## config.mk

```make
export PLATFORM = sky130hd
export DESIGN_NAME = debug_packet_receiver
export DESIGN_NICKNAME = d
export VERILOG_FILES = /design/src/rtl/core/dbg_pkt_pkg.sv /design/src/rtl/core/debug_packet_receiver.sv
export SDC_FILE = /design/constraint.sdc
export NUM_CORES = 1
export LEC_CHECK = 0
export ABC_CLOCK_PERIOD_IN_PS = 8550
export BUFFER_PORTS_ARGS = -buffer_cell sky130_fd_sc_hd__buf_2
export CORE_MARGIN = 4
export CORE_UTILIZATION = 35
export CTS_CLUSTER_SIZE = 20
export DETAILED_ROUTE_END_ITERATION = 16
export PLACE_DENSITY = 0.55
export SLEW_MARGIN = 40
export SYNTH_ARGS = -nofsm -noshare
export SYNTH_HDL_FRONTEND = slang
export SYNTH_SLANG_ARGS = --single-unit
```

## constraint.sdc

```tcl
create_clock -name i_clk -period 8.55 [get_ports i_clk]
set_input_delay 1.71 -clock i_clk [delete_from_list [all_inputs] [get_ports i_clk]]
set_output_delay 1.71 -clock i_clk [all_outputs]
set_load 0.1 [all_outputs]
```

## src/rtl/core/dbg_pkt_pkg.sv

```systemverilog
// shared types, constants and helpers for the debug packet receiver
package dbg_pkt_pkg;

    localparam int unsigned CHAR_W   = 8;
    localparam int unsigned COUNT_W  = 9;
    localparam int unsigned KIND_W   = 2;
    localparam int unsigned M_DATA_W = 24;

    // longest body before a reject, a frame keeps one byte fewer
    localparam logic [COUNT_W-1:0] MAX_PAYLOAD = 9'd256;

    localparam logic [CHAR_W-1:0] CH_START = 8'h24;
    localparam logic [CHAR_W-1:0] CH_END   = 8'h23;
    localparam logic [CHAR_W-1:0] CH_ESC   = 8'h7D;
    localparam logic [CHAR_W-1:0] CH_ACK   = 8'h2B;
    localparam logic [CHAR_W-1:0] CH_NAK   = 8'h2D;
    localparam logic [CHAR_W-1:0] ESC_XOR  = 8'h20;

    typedef logic [KIND_W-1:0] t_kind;

    localparam t_kind KIND_BYTE    = 2'd0;
    localparam t_kind KIND_RESTART = 2'd1;
    localparam t_kind KIND_ACCEPT  = 2'd2;
    localparam t_kind KIND_REJECT  = 2'd3;

    // lower-case hex digit character for a nibble
    function automatic logic [CHAR_W-1:0] nibble_char(input logic [3:0] n);
        logic [CHAR_W-1:0] wide;
        begin
            wide = {4'd0, n};
            if (n < 4'd10) begin
                nibble_char = 8'h30 + wide;
            end else begin
                nibble_char = 8'h57 + wide;
            end
        end
    endfunction

endpackage

```

## src/rtl/core/debug_packet_receiver.sv

```systemverilog
// debug packet receiver: deframes "$body#cs" packets from a serial character stream
//
// One received character per input item, one item accepted every clock cycle
// unless a stalled result holds the input side. An item passes an input register
// and then a result register before its result is offered; the frame state is
// updated at the same edge as the result register.
// Payload bytes come out as soon as they are decoded and
// stay tentative until the frame ends: kind 1 says drop the bytes so far,
// kind 2 carries '+' and the length, kind 3 carries '-'. A frame holds at most
// MAX_PAYLOAD-1 bytes; the next one rejects it.
module debug_packet_receiver (
    input  logic        i_clk,
    input  logic        i_rst_n,
    input  logic        s_axis_tvalid,
    output logic        s_axis_tready,
    input  logic [7:0]  s_axis_tdata,   // [7:0] rx_char
    output logic        m_axis_tvalid,
    input  logic        m_axis_tready,
    output logic [23:0] m_axis_tdata,   // [7:0] value, [16:8] payload_length, zero fill
    output logic [1:0]  m_axis_tuser    // [1:0] kind
);

    localparam logic [1:0] PH_IDLE = 2'd0;
    localparam logic [1:0] PH_BODY = 2'd1;
    localparam logic [1:0] PH_HI   = 2'd2;
    localparam logic [1:0] PH_LO   = 2'd3;

    localparam int unsigned CW = dbg_pkt_pkg::CHAR_W;
    localparam int unsigned NW = dbg_pkt_pkg::COUNT_W;

    logic                  r_in_valid;
    logic [CW-1:0]         r_in_char;

    logic [1:0]            r_phase,  n_phase;
    logic [CW-1:0]         r_sum,    n_sum;
    logic                  r_esc,    n_esc;
    logic [NW-1:0]         r_count,  n_count;

    logic                  r_out_valid;
    dbg_pkt_pkg::t_kind    r_out_kind;
    logic [CW-1:0]         r_out_value;
    logic [NW-1:0]         r_out_len;

    logic                  res_valid;
    dbg_pkt_pkg::t_kind    res_kind;
    logic [CW-1:0]         res_value;
    logic [NW-1:0]         res_len;

    logic                  out_free;
    logic                  process;
    logic [NW-1:0]         count_inc;

    assign out_free      = !r_out_valid || m_axis_tready;
    assign process       = r_in_valid && out_free;
    assign s_axis_tready = !r_in_valid || out_free;
    assign count_inc     = r_count + NW'(1);

    always_comb begin
        n_phase   = r_phase;
        n_sum     = r_sum;
        n_esc     = r_esc;
        n_count   = r_count;
        res_valid = 1'b0;
        res_kind  = dbg_pkt_pkg::KIND_BYTE;
        res_value = '0;
        res_len   = '0;
        case (r_phase)
            PH_IDLE: begin
                if (r_in_char == dbg_pkt_pkg::CH_START) begin
                    n_sum   = '0;
                    n_esc   = 1'b0;
                    n_count = '0;
                    n_phase = PH_BODY;
                end
            end
            PH_BODY: begin
                if (r_in_char == dbg_pkt_pkg::CH_START) begin
                    n_sum     = '0;
                    n_esc     = 1'b0;
                    n_count   = '0;
                    res_valid = 1'b1;
                    res_kind  = dbg_pkt_pkg::KIND_RESTART;
                end else if (r_in_char == dbg_pkt_pkg::CH_END) begin
                    n_phase = PH_HI;
                end else if (r_in_char == dbg_pkt_pkg::CH_ESC) begin
                    n_sum = r_sum + r_in_char;
                    n_esc = 1'b1;
                end else if (count_inc >= dbg_pkt_pkg::MAX_PAYLOAD) begin
                    n_phase   = PH_IDLE;
                    n_sum     = '0;
                    n_esc     = 1'b0;
                    n_count   = '0;
                    res_valid = 1'b1;
                    res_kind  = dbg_pkt_pkg::KIND_REJECT;
                    res_value = dbg_pkt_pkg::CH_NAK;
                end else begin
                    n_sum     = r_sum + r_in_char;
                    n_esc     = 1'b0;
                    n_count   = count_inc;
                    res_valid = 1'b1;
                    res_kind  = dbg_pkt_pkg::KIND_BYTE;
                    res_value = r_esc ? (r_in_char ^ dbg_pkt_pkg::ESC_XOR) : r_in_char;
                end
            end
            PH_HI: begin
                if (r_in_char != dbg_pkt_pkg::nibble_char(r_sum[7:4])) begin
                    n_phase   = PH_IDLE;
                    n_sum     = '0;
                    n_esc     = 1'b0;
                    n_count   = '0;
                    res_valid = 1'b1;
                    res_kind  = dbg_pkt_pkg::KIND_REJECT;
                    res_value = dbg_pkt_pkg::CH_NAK;
                end else begin
                    n_phase = PH_LO;
                end
            end
            default: begin
                n_phase   = PH_IDLE;
                n_sum     = '0;
                n_esc     = 1'b0;
                n_count   = '0;
                res_valid = 1'b1;
                if (r_in_char == dbg_pkt_pkg::nibble_char(r_sum[3:0])) begin
                    res_kind  = dbg_pkt_pkg::KIND_ACCEPT;
                    res_value = dbg_pkt_pkg::CH_ACK;
                    res_len   = r_count;
                end else begin
                    res_kind  = dbg_pkt_pkg::KIND_REJECT;
                    res_value = dbg_pkt_pkg::CH_NAK;
                end
            end
        endcase
    end

    // input register
    always_ff @(posedge i_clk) begin
        if (!i_rst_n) begin
            r_in_valid <= 1'b0;
        end else if (s_axis_tready) begin
            r_in_valid <= s_axis_tvalid;
        end
        if (s_axis_tready && s_axis_tvalid) begin
            r_in_char <= s_axis_tdata;
        end
    end

    // frame state
    always_ff @(posedge i_clk) begin
        if (!i_rst_n) begin
            r_phase <= PH_IDLE;
            r_sum   <= '0;
            r_esc   <= 1'b0;
            r_count <= '0;
        end else if (process) begin
            r_phase <= n_phase;
            r_sum   <= n_sum;
            r_esc   <= n_esc;
            r_count <= n_count;
        end
    end

    // result register
    always_ff @(posedge i_clk) begin
        if (!i_rst_n) begin
            r_out_valid <= 1'b0;
        end else if (out_free) begin
            r_out_valid <= process && res_valid;
        end
        if (process && res_valid) begin
            r_out_kind  <= res_kind;
            r_out_value <= res_value;
            r_out_len   <= res_len;
        end
    end

    assign m_axis_tvalid = r_out_valid;
    assign m_axis_tuser  = r_out_kind;
    assign m_axis_tdata  = {{(dbg_pkt_pkg::M_DATA_W - NW - CW){1'b0}}, r_out_len, r_out_value};

endmodule

```

# [Word-level counts from Yosys, hierarchy flattened]
# Cells that the tools add are included.
[totals] ff_bits=49 in_bits=12 out_inout_bits=28 word_cells=99
[op_classes] n_addsub=6 order_cmp=3 eq_ne=14 muxes=51 n_bitwise=2 n_reduce_logical=13
[ops] operator="$mux W8" count=14
[ops] operator="$mux W9" count=6
[ops] operator="$pmux W8 S3" count=2
[ops] operator="$pmux W9 S3" count=1
[ops] operator="$mux W2" count=11
[ops] operator="$add A7 B4 Y8 const A" count=2
[ops] operator="$eq A8 B6 Y1 const B" count=2
[ops] operator="$add A6 B4 Y7 const A" count=2
[ops] operator="$mux W6" count=2
[ops] operator="$ne A3 B3 Y1 const B" count=4
[ops] operator="$pmux W2 S3" count=2
[ops] operator="$mux W1" count=10
[ops] operator="$reduce_and A5 Y1" count=2
[ops] operator="$add A9 B1 Y9 const B" count=1
[ops] operator="$ge A9 B9 Y1 const B" count=1
[ops] operator="$add A8 B8 Y8" count=1
[ops] operator="$eq A8 B7 Y1 const B" count=1
[ops] operator="$eq A8 B8 Y1" count=1
[ops] operator="$lt A4 B4 Y1 const B" count=2
[ops] operator="$ne A8 B8 Y1" count=1
[ops] operator="$ne A2 B2 Y1 const B" count=3
[ops] operator="$pmux W1 S3" count=2
[ops] operator="$reduce_and A4 Y1" count=1
[ops] operator="$reduce_or A4 Y1" count=1
[ops] operator="other kinds (9)" count=14

# [Logic depth before layout (Yosys ltp)]
# Gate-level depths: netlist of run 1.
[logic_depth] depth_word=7 ltp_mapped=9 mapped_depth_nobuf=9

# [Least setup slack after synthesis of run 1]
# No wires, ideal clock.
[synth_path] path_kind="input port to output port" startpoint="input port m_axis_tready" endpoint="output port s_axis_tready" t_arrival_ns=2.430 t_required_ns=6.840 setup_slack_ns=4.410 stages=2 path_buffers=0 cell_sequence="nor2b_1 > nand2_1"
[synth_between] elab_chain_cells=2
[synth_lines] item="start: declaration" line_no="debug_packet_receiver.sv:18" source="input logic m_axis_tready,"
[synth_lines] item="$logic_or A1 B1 Y1" line_no="debug_packet_receiver.sv:53" source="assign out_free = !r_out_valid || m_axis_tready;"
[synth_lines] item="$logic_or A1 B1 Y1" line_no="debug_packet_receiver.sv:55" source="assign s_axis_tready = !r_in_valid || out_free;"
[synth_lines] item="end: declaration" line_no="debug_packet_receiver.sv:15" source="output logic s_axis_tready,"
# No other way between the ends.

# [Final worst setup path of run 1]
# Same ends and word-level chain as after synthesis.

==> qor.txt, run 1 <==
DR vias/cell: 5.400
Worst setup SP type: input port
Number of enable flip-flop cells after synthesis: 27
Commonest cells after routing, fill and taps aside: buf_2, edfxtp_1, o21ai_0
# clock sinks: 49
Total Nets Final: 355
Largest family of logic cells by synthesized area: simple AND/OR/NAND/NOR gates
Crit end category: output port
Total GRT Usage: 0.1357
Met1 GRT Util: 0.1770
Clk root buf: clkbuf_8
Switching share of total power: 0.2604
Die height: 99.62 µm
Final Max Tran Viols: 0
Routing usage on met2: 0.2288
# hold bufs at CTS: 0
CTS tree: yes
Placed cells: 430
Ys async rst share: 0
Post-Synth Simple-Gate Area: 0.2227
Detailed Route WL: 6760 µm
IO Port Bufs: 32
Post-Synth XOR/XNOR Area: 0.04174
HP Class: register to register
Cts repair resizes: 0
Layout Cells excl Fill: 438
Synth cell types: 60
Post-synthesis mux area share: 0.006814
Reg power frac: 0.599
Pwr Density: 131.9 nW/µm²
Clock power frac: 0.323
Worst rel slew slack: 0.5507
Diodes inserted: 0
Peak supply drop: 0.06948 mV
Die area: 9923 µm²
Maximum clock insertion buffer count: 2
# H-tree levels: 2
Crit path kind: input port to output port
Number of iterations in the first detailed-routing pass: 4
Critical path peak fanout: 3
Post-synth top flop: edfxtp_1
Final setup vio count: 0
Cells after Synth: 307
Int Pwr: 315.9 µW
Detail Placement HPWL: 4858 µm
Number of global-route vias before repair: 2234
Hold Violations, Final: 0
Synth-to-layout area growth: 10.22%
Gr busiest metal: met2
Global placement routability congestion: 0.8400
CP arrival: 2.35 ns
Initial antenna violation count: 0
#FFs+latches synth: 49
Remaining DRCs: 0
Synth Area in Compound Gates: 0.1946
Max-Cap Viols: 0
Part of the cycle the worst path needs: 0.4751
Initial drt markers: 102
Clk pin slew, worst setup/hold paths: 0.09 ns
Met3 Use GR: 0.02945
Synth Area in Adders: 0.04940
Min Tclk post-route: 4.062 ns
Worst-Margin Slew: 0.6689 ns
Status: finished clean
Clk_skew: 0.01315 ns
Hold depth: 2
Warnings, synthesis: 0
Post-route ant nets: 0
Syn Area/Cell: 9.569 µm²
Reg2Reg Depth: 8
GRT Residual Overflow: 0
Leakage power: 1.166 nW
IO Pins: 40
NetSw: 111.2 µW
Routed len/inst: 15.43 µm
Site Rows: 33
CTS Buf Count: 5
DR vias: 2365
Clk_lat worst skew: 0.30 ns
DIE WIDTH: 99.62 µm
Core area: 8175 µm²
Layout cells sized above 1: 0.1652
Largest net degree at the start of global routing: 21
Setup TNS: 0 ns
Initial Util: 0.3594
Mapped cell area: 2938 µm²
Logic gate share of total power: 0.077
Commonest non-fill, non-tap cell in the layout: buf_2
Worst EP required: 6.84 ns
Seq/Total Area, Yosys: 0.4259
Post-CTS setup buffer count: 0
First-pass GRT wire length: 10850 µm
Fmax: 246.2 MHz
Unrepaired setup endpoints after global routing: no
==> critical path, stage by stage <==
cell and delay, ns:
buf_2 0.10, nor2b_1 0.16, nand2_1 0.09, buf_2 0.29
==> cells in the mapped netlist (2+ instances only) <==
cell	n	share of area
a211oi_1	2	0.0051
xnor2_1	9	0.027
buf_2	3	0.0051
buf_4	9	0.023
clkbuf_1	8	0.010
o22ai_1	2	0.0043
nor3_1	7	0.012
o311ai_0	3	0.0089
o21ai_0	26	0.044
nor2_1	14	0.018
mux2i_1	2	0.0068
a21o_1	2	0.0051
nand4_1	11	0.023
nand2b_1	4	0.0085
dfxtp_1	22	0.15
a21oi_1	23	0.039
nand3_1	9	0.015
and2_1	13	0.028
nor2b_1	3	0.0064
a31o_2	2	0.0060
ha_1	10	0.043
or3_1	4	0.0085
nand2_1	24	0.031
nand4b_1	6	0.018
edfxtp_1	27	0.28
inv_1	12	0.015
o211ai_1	4	0.010
a31oi_1	4	0.0085
xor2_1	5	0.015
and3_1	7	0.015
==> flip-flops by register name (all words and copies together), names as in the netlist, 2 cells and up <==
name,cells
m_axis_tuser,2
r_sum,8
r_in_char,8
r_count,9
r_out_len,9
r_out_value,8
r_phase,2
==> cells by family (layout without fill, tap and decap cells) <==
family | Yosys count | after routing
AND/OR/NAND/NOR | 113 | 113
AO/OA/AOI/OAI | 84 | 84
flip-flops | 49 | 49
buffers and inverters | 33 | 53
XOR/XNOR | 14 | 14
adder cells (fa/ha/maj) | 11 | 11
multiplexers | 2 | 2
other | 1 | 7
==> layer usage <==
layer	up-vias	share of wire
li1	1180	-
met5	-	0
met4	0	0.0059
met2	58	0.47
met3	4	0.050
met1	1123	0.47
==> power groups by stage <==
stage | clock network [mW] | registers, mW | logic (mW)
finish | 0.138 | 0.256 | 0.0330
global route | 0.154 | 0.257 | 0.0355
CTS | 0.143 | 0.256 | 0.0330
detailed placement | 0 | 0.261 | 0.0330
global placement | 0 | 0.261 | 0.0325
floorplan | 0 | 0.258 | 0.0308
==> area by class of cell <==
type	instances	area, µm²
fillers	841	4937
multi-input cells	231	1556
flip-flops and latches	49	1251
repair buffers	33	167.7
well taps	105	131.4
clock buffers	6	72.57
inverters	12	45.04
clock inverters	2	13.76
==> final timing paths <==
path,from,slack (ns),to
worst min register to register,r_count[1],0.51,r_count[1]
worst max-delay path,m_axis_tready,4.49,s_axis_tready
worst max register to register,r_sum[5],5.83,r_out_len[0]
worst min-delay path,r_count[1],0.51,r_count[1]
==> stage by stage <==
stage	total power, mW	util	setup slack, ns	area [µm²]	hold slack, ns
4_1_cts	0.4320	0.3955	4.484	3233	0.5087
2_1_floorplan	0.2887	-	4.410	2960	0.4589
5_1_grt	0.4459	0.3961	4.402	3238	0.5252
3_5_place_dp	0.2943	0.3849	4.484	3147	0.4954
3_3_place_gp	0.2938	0.3840	4.493	3139	0.4849
6_report	0.4271	0.3961	4.488	3238	0.5106
No activity file was read; power rests on OpenSTA's default activity.
==> run 2: changes to the inputs <==
--- a/config.mk
+++ b/config.mk
@@ -5,7 +5,7 @@
 export SDC_FILE = /design/constraint.sdc
 export NUM_CORES = 1
 export LEC_CHECK = 0
-export ABC_CLOCK_PERIOD_IN_PS = 8550
+export ABC_CLOCK_PERIOD_IN_PS = 4200
 export BUFFER_PORTS_ARGS = -buffer_cell sky130_fd_sc_hd__buf_2
 export CORE_MARGIN = 4
 export CORE_UTILIZATION = 35
==> constraint.sdc (replaced) <==
create_clock -name i_clk -period 4.2 [get_ports i_clk]
set_input_delay 0.84 -clock i_clk [delete_from_list [all_inputs] [get_ports i_clk]]
set_output_delay 0.84 -clock i_clk [all_outputs]
set_load 0.1 [all_outputs]
==> qor.txt, run 2 (synthesized netlist as in run 1, its figures left out) <==
Maximum clock insertion buffer count: 2 (unchanged)
Hold Violations, Final: 0 (unchanged)
Unrepaired setup endpoints after global routing: no (unchanged)
Setup TNS: 0 ns (unchanged)
Switching share of total power: 0.2509 (was 0.2604)
Commonest non-fill, non-tap cell in the layout: buf_2 (unchanged)
IO Pins: 40 (unchanged)
Synth-to-layout area growth: 11.20% (was 10.22%)
CTS tree: yes (unchanged)
Final setup vio count: 0 (unchanged)
IO Port Bufs: 32 (unchanged)
Initial drt markers: 102 (unchanged)
Part of the cycle the worst path needs: 0.6111
Worst hold slack: 0.5017 ns (was 0.5106 ns)
Crit end category: register (was output port)
Initial Util: 0.3594 (unchanged)
Total GRT Usage: 0.1377 (was 0.1357)
Fmax: 389.6 MHz
Detailed Route WL: 6859 µm (was 6760 µm)
Global placement routability congestion: 0.8678 (was 0.8400)
Core area: 8175 µm² (unchanged)
Largest net degree at the start of global routing: 21 (unchanged)
Largest regs: r_count: 9 flops, r_out_len: 9 flops (unchanged)
Worst rel slew slack: 0.6187 (was 0.5507)
Clk_lat worst skew: 0.30 ns (about the same)
Reg power frac: 0.573 (was 0.599)
Die area: 9923 µm² (unchanged)
Post-CTS setup buffer count: 0 (unchanged)
Final Max Tran Viols: 0 (unchanged)
Total power: 906.3 µW (was 427.1 µW)
Status: finished clean (unchanged)
Pwr Density: 277.4 nW/µm² (was 131.9 nW/µm²)
# clock sinks: 49 (unchanged)
Clock power frac: 0.352 (was 0.323)
Total Nets Final: 357 (was 355)
Site Rows: 33 (unchanged)
Clk_skew: 0.009578 ns (was 0.01315 ns)
Routed len/inst: 15.59 µm (was 15.43 µm)
DR vias: 2360 (was 2365)
# hold bufs at CTS: 0 (unchanged)
Min Tclk post-route: 2.567 ns
# H-tree levels: 2 (unchanged)
Number of iterations in the first detailed-routing pass: 4 (unchanged)
Detail Placement HPWL: 4951 µm (was 4858 µm)
Critical path peak fanout: 8 (was 3)
Worst-Margin Slew: 0.5660 ns (was 0.6689 ns)
Logic gate share of total power: 0.075 (was 0.077)
Die height: 99.62 µm (unchanged)
Layout cells sized above 1: 0.1731 (was 0.1652)
Number of global-route vias before repair: 2174 (was 2234)
GRT Residual Overflow: 0 (unchanged)
Worst EP required: 4.26 ns (was 6.84 ns)
Worst setup SP type: register (was input port)
Peak supply drop: 0.1338 mV (was 0.06948 mV)
Clk root buf: clkbuf_8 (unchanged)
Diodes inserted: 0 (unchanged)
Commonest cells after routing, fill and taps aside: buf_2, edfxtp_1, o21ai_0 (unchanged)
HP Class: register to register (unchanged)
CTS Buf Count: 5 (unchanged)
DR vias/cell: 5.364 (was 5.400)
First-pass GRT wire length: 11090 µm (was 10850 µm)
CP arrival: 2.63 ns (was 2.35 ns)
Max-Cap Viols: 0 (unchanged)
NetSw: 227.4 µW (was 111.2 µW)
Initial antenna violation count: 0 (unchanged)
DIE WIDTH: 99.62 µm (unchanged)
Post-route ant nets: 0 (unchanged)
Leakage power: 1.187 nW (was 1.166 nW)
Int Pwr: 678.9 µW (was 315.9 µW)
Cts repair resizes: 0 (unchanged)
Crit path kind: register to register (was input port to output port)
Clk pin slew, worst setup/hold paths: 0.10 ns (was 0.09 ns)
Remaining DRCs: 0 (unchanged)
==> run 2: cell type report <==
cell class	instances	area, µm²
fillers	833	4908
multi-input cells	231	1549
flip-flops and latches	49	1251
repair buffers	35	182.7
well taps	105	131.4
clock buffers	6	93.84
inverters	12	45.04
clock inverters	2	13.76
==> run 2: per-layer routing <==
layer / share of wire / vias to the layer above / wire length, µm / GRT usage
met1: 0.48 / 1108 / 3266 / 0.1905
met4: 0.0079 / 0 / 54 / 0.03571
met5: 0 / - / 0 / 0
met3: 0.045 / 4 / 307 / 0.02454
li1: - / 1185 / - / -
met2: 0.47 / 63 / 3231 / 0.2226
==> run 2: final timing paths <==
path                                  from             end  slack, ns  depth (start not counted)
worst max-delay path              r_sum[5]  r_out_value[3]       1.63                          9
worst min-delay path            r_count[1]      r_count[1]       0.50                          2
worst max register to register    r_sum[5]  r_out_value[3]       1.63                          9
worst min register to register  r_count[1]      r_count[1]       0.50                          2
==> run 2: critical path: stages, from the launching register on <==
cell     delay, ns
dfxtp_1       0.46
inv_1         0.09
ha_1          0.22
and4b_1       0.19
or3_1         0.36
a32oi_2       0.27
a31oi_1       0.20
a21oi_1       0.27
inv_1         0.11
a21o_1        0.17
==> run 2: power by group through the flow <==
| stage | sequential [mW] | combinational, mW | clock (mW) |
|---|---|---|---|
| after floorplan | 0.525 | 0.0627 | 0 |
| after global placement | 0.530 | 0.0672 | 0 |
| after detailed placement | 0.531 | 0.0673 | 0 |
| after CTS | 0.519 | 0.0675 | 0.328 |
| after global routing | 0.521 | 0.0725 | 0.349 |
| final | 0.520 | 0.0677 | 0.319 |
==> run 2: stage by stage <==
step                      cells  instance area [µm²]    util  setup slack (ns)
after global placement      432                 3154  0.3858             1.700
after detailed placement    432                 3154  0.3858             1.648
after global routing        440                 3267  0.3996             1.416
after CTS                   440                 3262  0.3990             1.642
final                       440                 3267  0.3996             1.633
after floorplan             313                 2960       -             1.353
==> run 3: changes to the inputs <==
--- a/config.mk
+++ b/config.mk
@@ -5,13 +5,13 @@
 export SDC_FILE = /design/constraint.sdc
 export NUM_CORES = 1
 export LEC_CHECK = 0
-export ABC_CLOCK_PERIOD_IN_PS = 4200
+export ABC_CLOCK_PERIOD_IN_PS = 2250
 export BUFFER_PORTS_ARGS = -buffer_cell sky130_fd_sc_hd__buf_2
 export CORE_MARGIN = 4
 export CORE_UTILIZATION = 35
 export CTS_CLUSTER_SIZE = 20
 export DETAILED_ROUTE_END_ITERATION = 16
-export PLACE_DENSITY = 0.55
+export PLACE_DENSITY = 0.57
 export SLEW_MARGIN = 40
 export SYNTH_ARGS = -nofsm -noshare
 export SYNTH_HDL_FRONTEND = slang
==> constraint.sdc (replaced) <==
create_clock -name i_clk -period 2.25 [get_ports i_clk]
set_input_delay 0.45 -clock i_clk [delete_from_list [all_inputs] [get_ports i_clk]]
set_output_delay 0.45 -clock i_clk [all_outputs]
set_load 0.1 [all_outputs]
==> qor.txt, run 3 (synthesized netlist as in run 1, its figures left out) <==
Status: complete, but fails checks (was finished clean)
Violated checks: negative setup slack
Initial drt markers: 151 (was 102)
Pwr Density: 440.1 nW/µm² (was 277.4 nW/µm²)
Post-Layout Inst Area: 3824 µm² (was 3267 µm²)
Worst Min Path Start: s_axis_tdata[5] (was r_count[1])
Crit path kind: register to register (unchanged)
Die area: 9923 µm² (unchanged)
# clock sinks: 49 (unchanged)
Layout cells sized above 1: 0.3613 (was 0.1731)
Min Tclk post-route: 2.278 ns (was 2.567 ns)
Critical path peak fanout: 6 (was 8)
Number of iterations in the first detailed-routing pass: 5 (was 4)
IO Pins: 40 (unchanged)
Max Used Layer: met4 (unchanged)
Hold depth: 1 (was 2)
Site Rows: 33 (unchanged)
DIE WIDTH: 99.62 µm (unchanged)
Clk pin slew, worst setup/hold paths: 0.10 ns (about the same)
CTS tree: yes (unchanged)
DP Area: 3490 µm² (was 3154 µm²)
Initial antenna violation count: 0 (unchanged)
Layout Cells excl Fill: 487 (was 440)
Detail Placement HPWL: 5445 µm (was 4951 µm)
Placed cells: 470 (was 432)
Commonest cells after routing, fill and taps aside: buf_4, buf_2, edfxtp_1 (was buf_2, edfxtp_1, o21ai_0)
Initial Util: 0.3594 (unchanged)
Clk_lat worst skew: 0.32 ns (was 0.30 ns)
# hold bufs at CTS: 0 (unchanged)
Reg2Reg Depth: 7 (was 9)
Part of the cycle the worst path needs: 1.013 (was 0.6111)
Unrepaired setup endpoints after global routing: yes (was no)
Final Max Tran Viols: 0 (unchanged)
Global placement routability congestion: 0.8747 (was 0.8678)
Crit end category: register (unchanged)
Leakage power: 1.446 nW (was 1.187 nW)
Core area: 8175 µm² (unchanged)
Routed len/inst: 15.51 µm (was 15.59 µm)
Routed wl met3: 361 µm (was 307 µm)
DRT met1 WL: 3403 µm (was 3266 µm)
Max-Cap Viols: 0 (unchanged)
Commonest non-fill, non-tap cell in the layout: buf_4 (was buf_2)
Total Nets Final: 404 (was 357)
Hold endpoint: r_in_char[5] (was r_count[1])
Largest net degree at the start of global routing: 20 (was 21)
HP Class: input port to register (was register to register)
Layout Utilization: 0.4677 (was 0.3996)
Reg-to-Reg Start: r_in_char[4] (was r_sum[5])
Fmax: 438.9 MHz (was 389.6 MHz)
Number of global-route vias before repair: 2397 (was 2174)
Total power: 1.683 mW (was 906.3 µW)
DR vias/cell: 5.253 (was 5.364)
Worst EP required: 2.46 ns (was 4.26 ns)
Total GRT Usage: 0.1477 (was 0.1377)
CTS Buf Count: 5 (unchanged)
Beginning of the critical path: r_in_char[4] (was r_sum[5])
PnR worst setup slack: -0.02827 ns (was 1.633 ns)
Met2 WL post-DR: 3718 µm (was 3231 µm)
Worst hold slack: 0.2990 ns (was 0.5017 ns)
Clk_skew: 0.01022 ns (was 0.009578 ns)
# H-tree levels: 2 (unchanged)
Clk root buf: clkbuf_8 (unchanged)
Final setup vio count: 5 (was 0)
Largest regs: r_count: 9 flops, r_out_len: 9 flops (unchanged)
Die height: 99.62 µm (unchanged)
Peak supply drop: 0.2800 mV (was 0.1338 mV)
DR vias: 2558 (was 2360)
First-pass GRT wire length: 11670 µm (was 11090 µm)
Remaining DRCs: 0 (unchanged)
Post-route ant nets: 0 (unchanged)
Hold Violations, Final: 0 (unchanged)
R2r setup slk: -0.03 ns (was 1.63 ns)
Detailed Route WL: 7554 µm (was 6859 µm)
GRT Residual Overflow: 0 (unchanged)
IO Port Bufs: 32 (unchanged)
Diodes inserted: 0 (unchanged)
CP arrival: 2.49 ns (was 2.63 ns)
Worst setup SP type: register (unchanged)
Synth-to-layout area growth: 30.15% (was 11.20%)
FF-to-FF End: r_count[1] (was r_out_value[3])
Maximum clock insertion buffer count: 2 (unchanged)
[run 3: how the worst max path moves through the flow]
stage               slack, ns              end
floorplan               0.002  m_axis_tuser[0]
global placement       -0.002       r_count[2]
detailed placement      -0.06         r_sum[7]
CTS                     0.004         r_sum[3]
global route            -0.11       r_count[2]
finish                  -0.03       r_count[1]
[run 3: layout make-up]
cell class              instances  area [µm²]
clock buffers                   6       72.57
repair buffers                 82       588.1
clock inverters                 2       13.76
multi-input cells             231        1715
fillers                       774        4352
well taps                     105       131.4
inverters                      12       45.04
flip-flops and latches         49        1257
[run 3: stage by stage]
stage	setup TNS [ns]	setup WS (ns)
detailed placement	-0.1925	-0.06300
global placement	-0.001928	-0.001928
CTS	0	0.004255
finish	-0.07908	-0.02827
floorplan	0	0.002268
global route	-1.167	-0.1101
[run 3: worst max-delay path, cell delays in order (launching register included)]
cell and delay (ns):
edfxtp_1 0.40, or4b_4 0.58, or3_4 0.39, a21oi_4 0.22, o21a_4 0.19, nand3_4 0.11
buf_4 0.17, mux2i_1 0.11
[run 3: report_power, final]
group / switching (mW) / internal, mW / total (mW) / leakage, nW
Combinational: 0.123 / 0.0564 / 0.179 / 0.990
Sequential: 0.00711 / 0.947 / 0.954 / 0.411
Clock: 0.327 / 0.223 / 0.550 / 0.0456
[run 3: what timing repair did]
item | 4_1_cts | 5_1_grt
gates cloned | 0 | 1
hold endpoints to repair | 0 | 0
setup endpoints to repair | 12 | 52
pin swaps | 3 | 18
buffers inserted | 4 | 4
resized for setup | 7 | 52
[run 3: per-layer routing]
layer	GRT usage	vias to the layer above
li1	-	1274
met1	0.1934	1216
met2	0.2479	61
met3	0.02735	7
met4	0.04412	0
met5	0	-
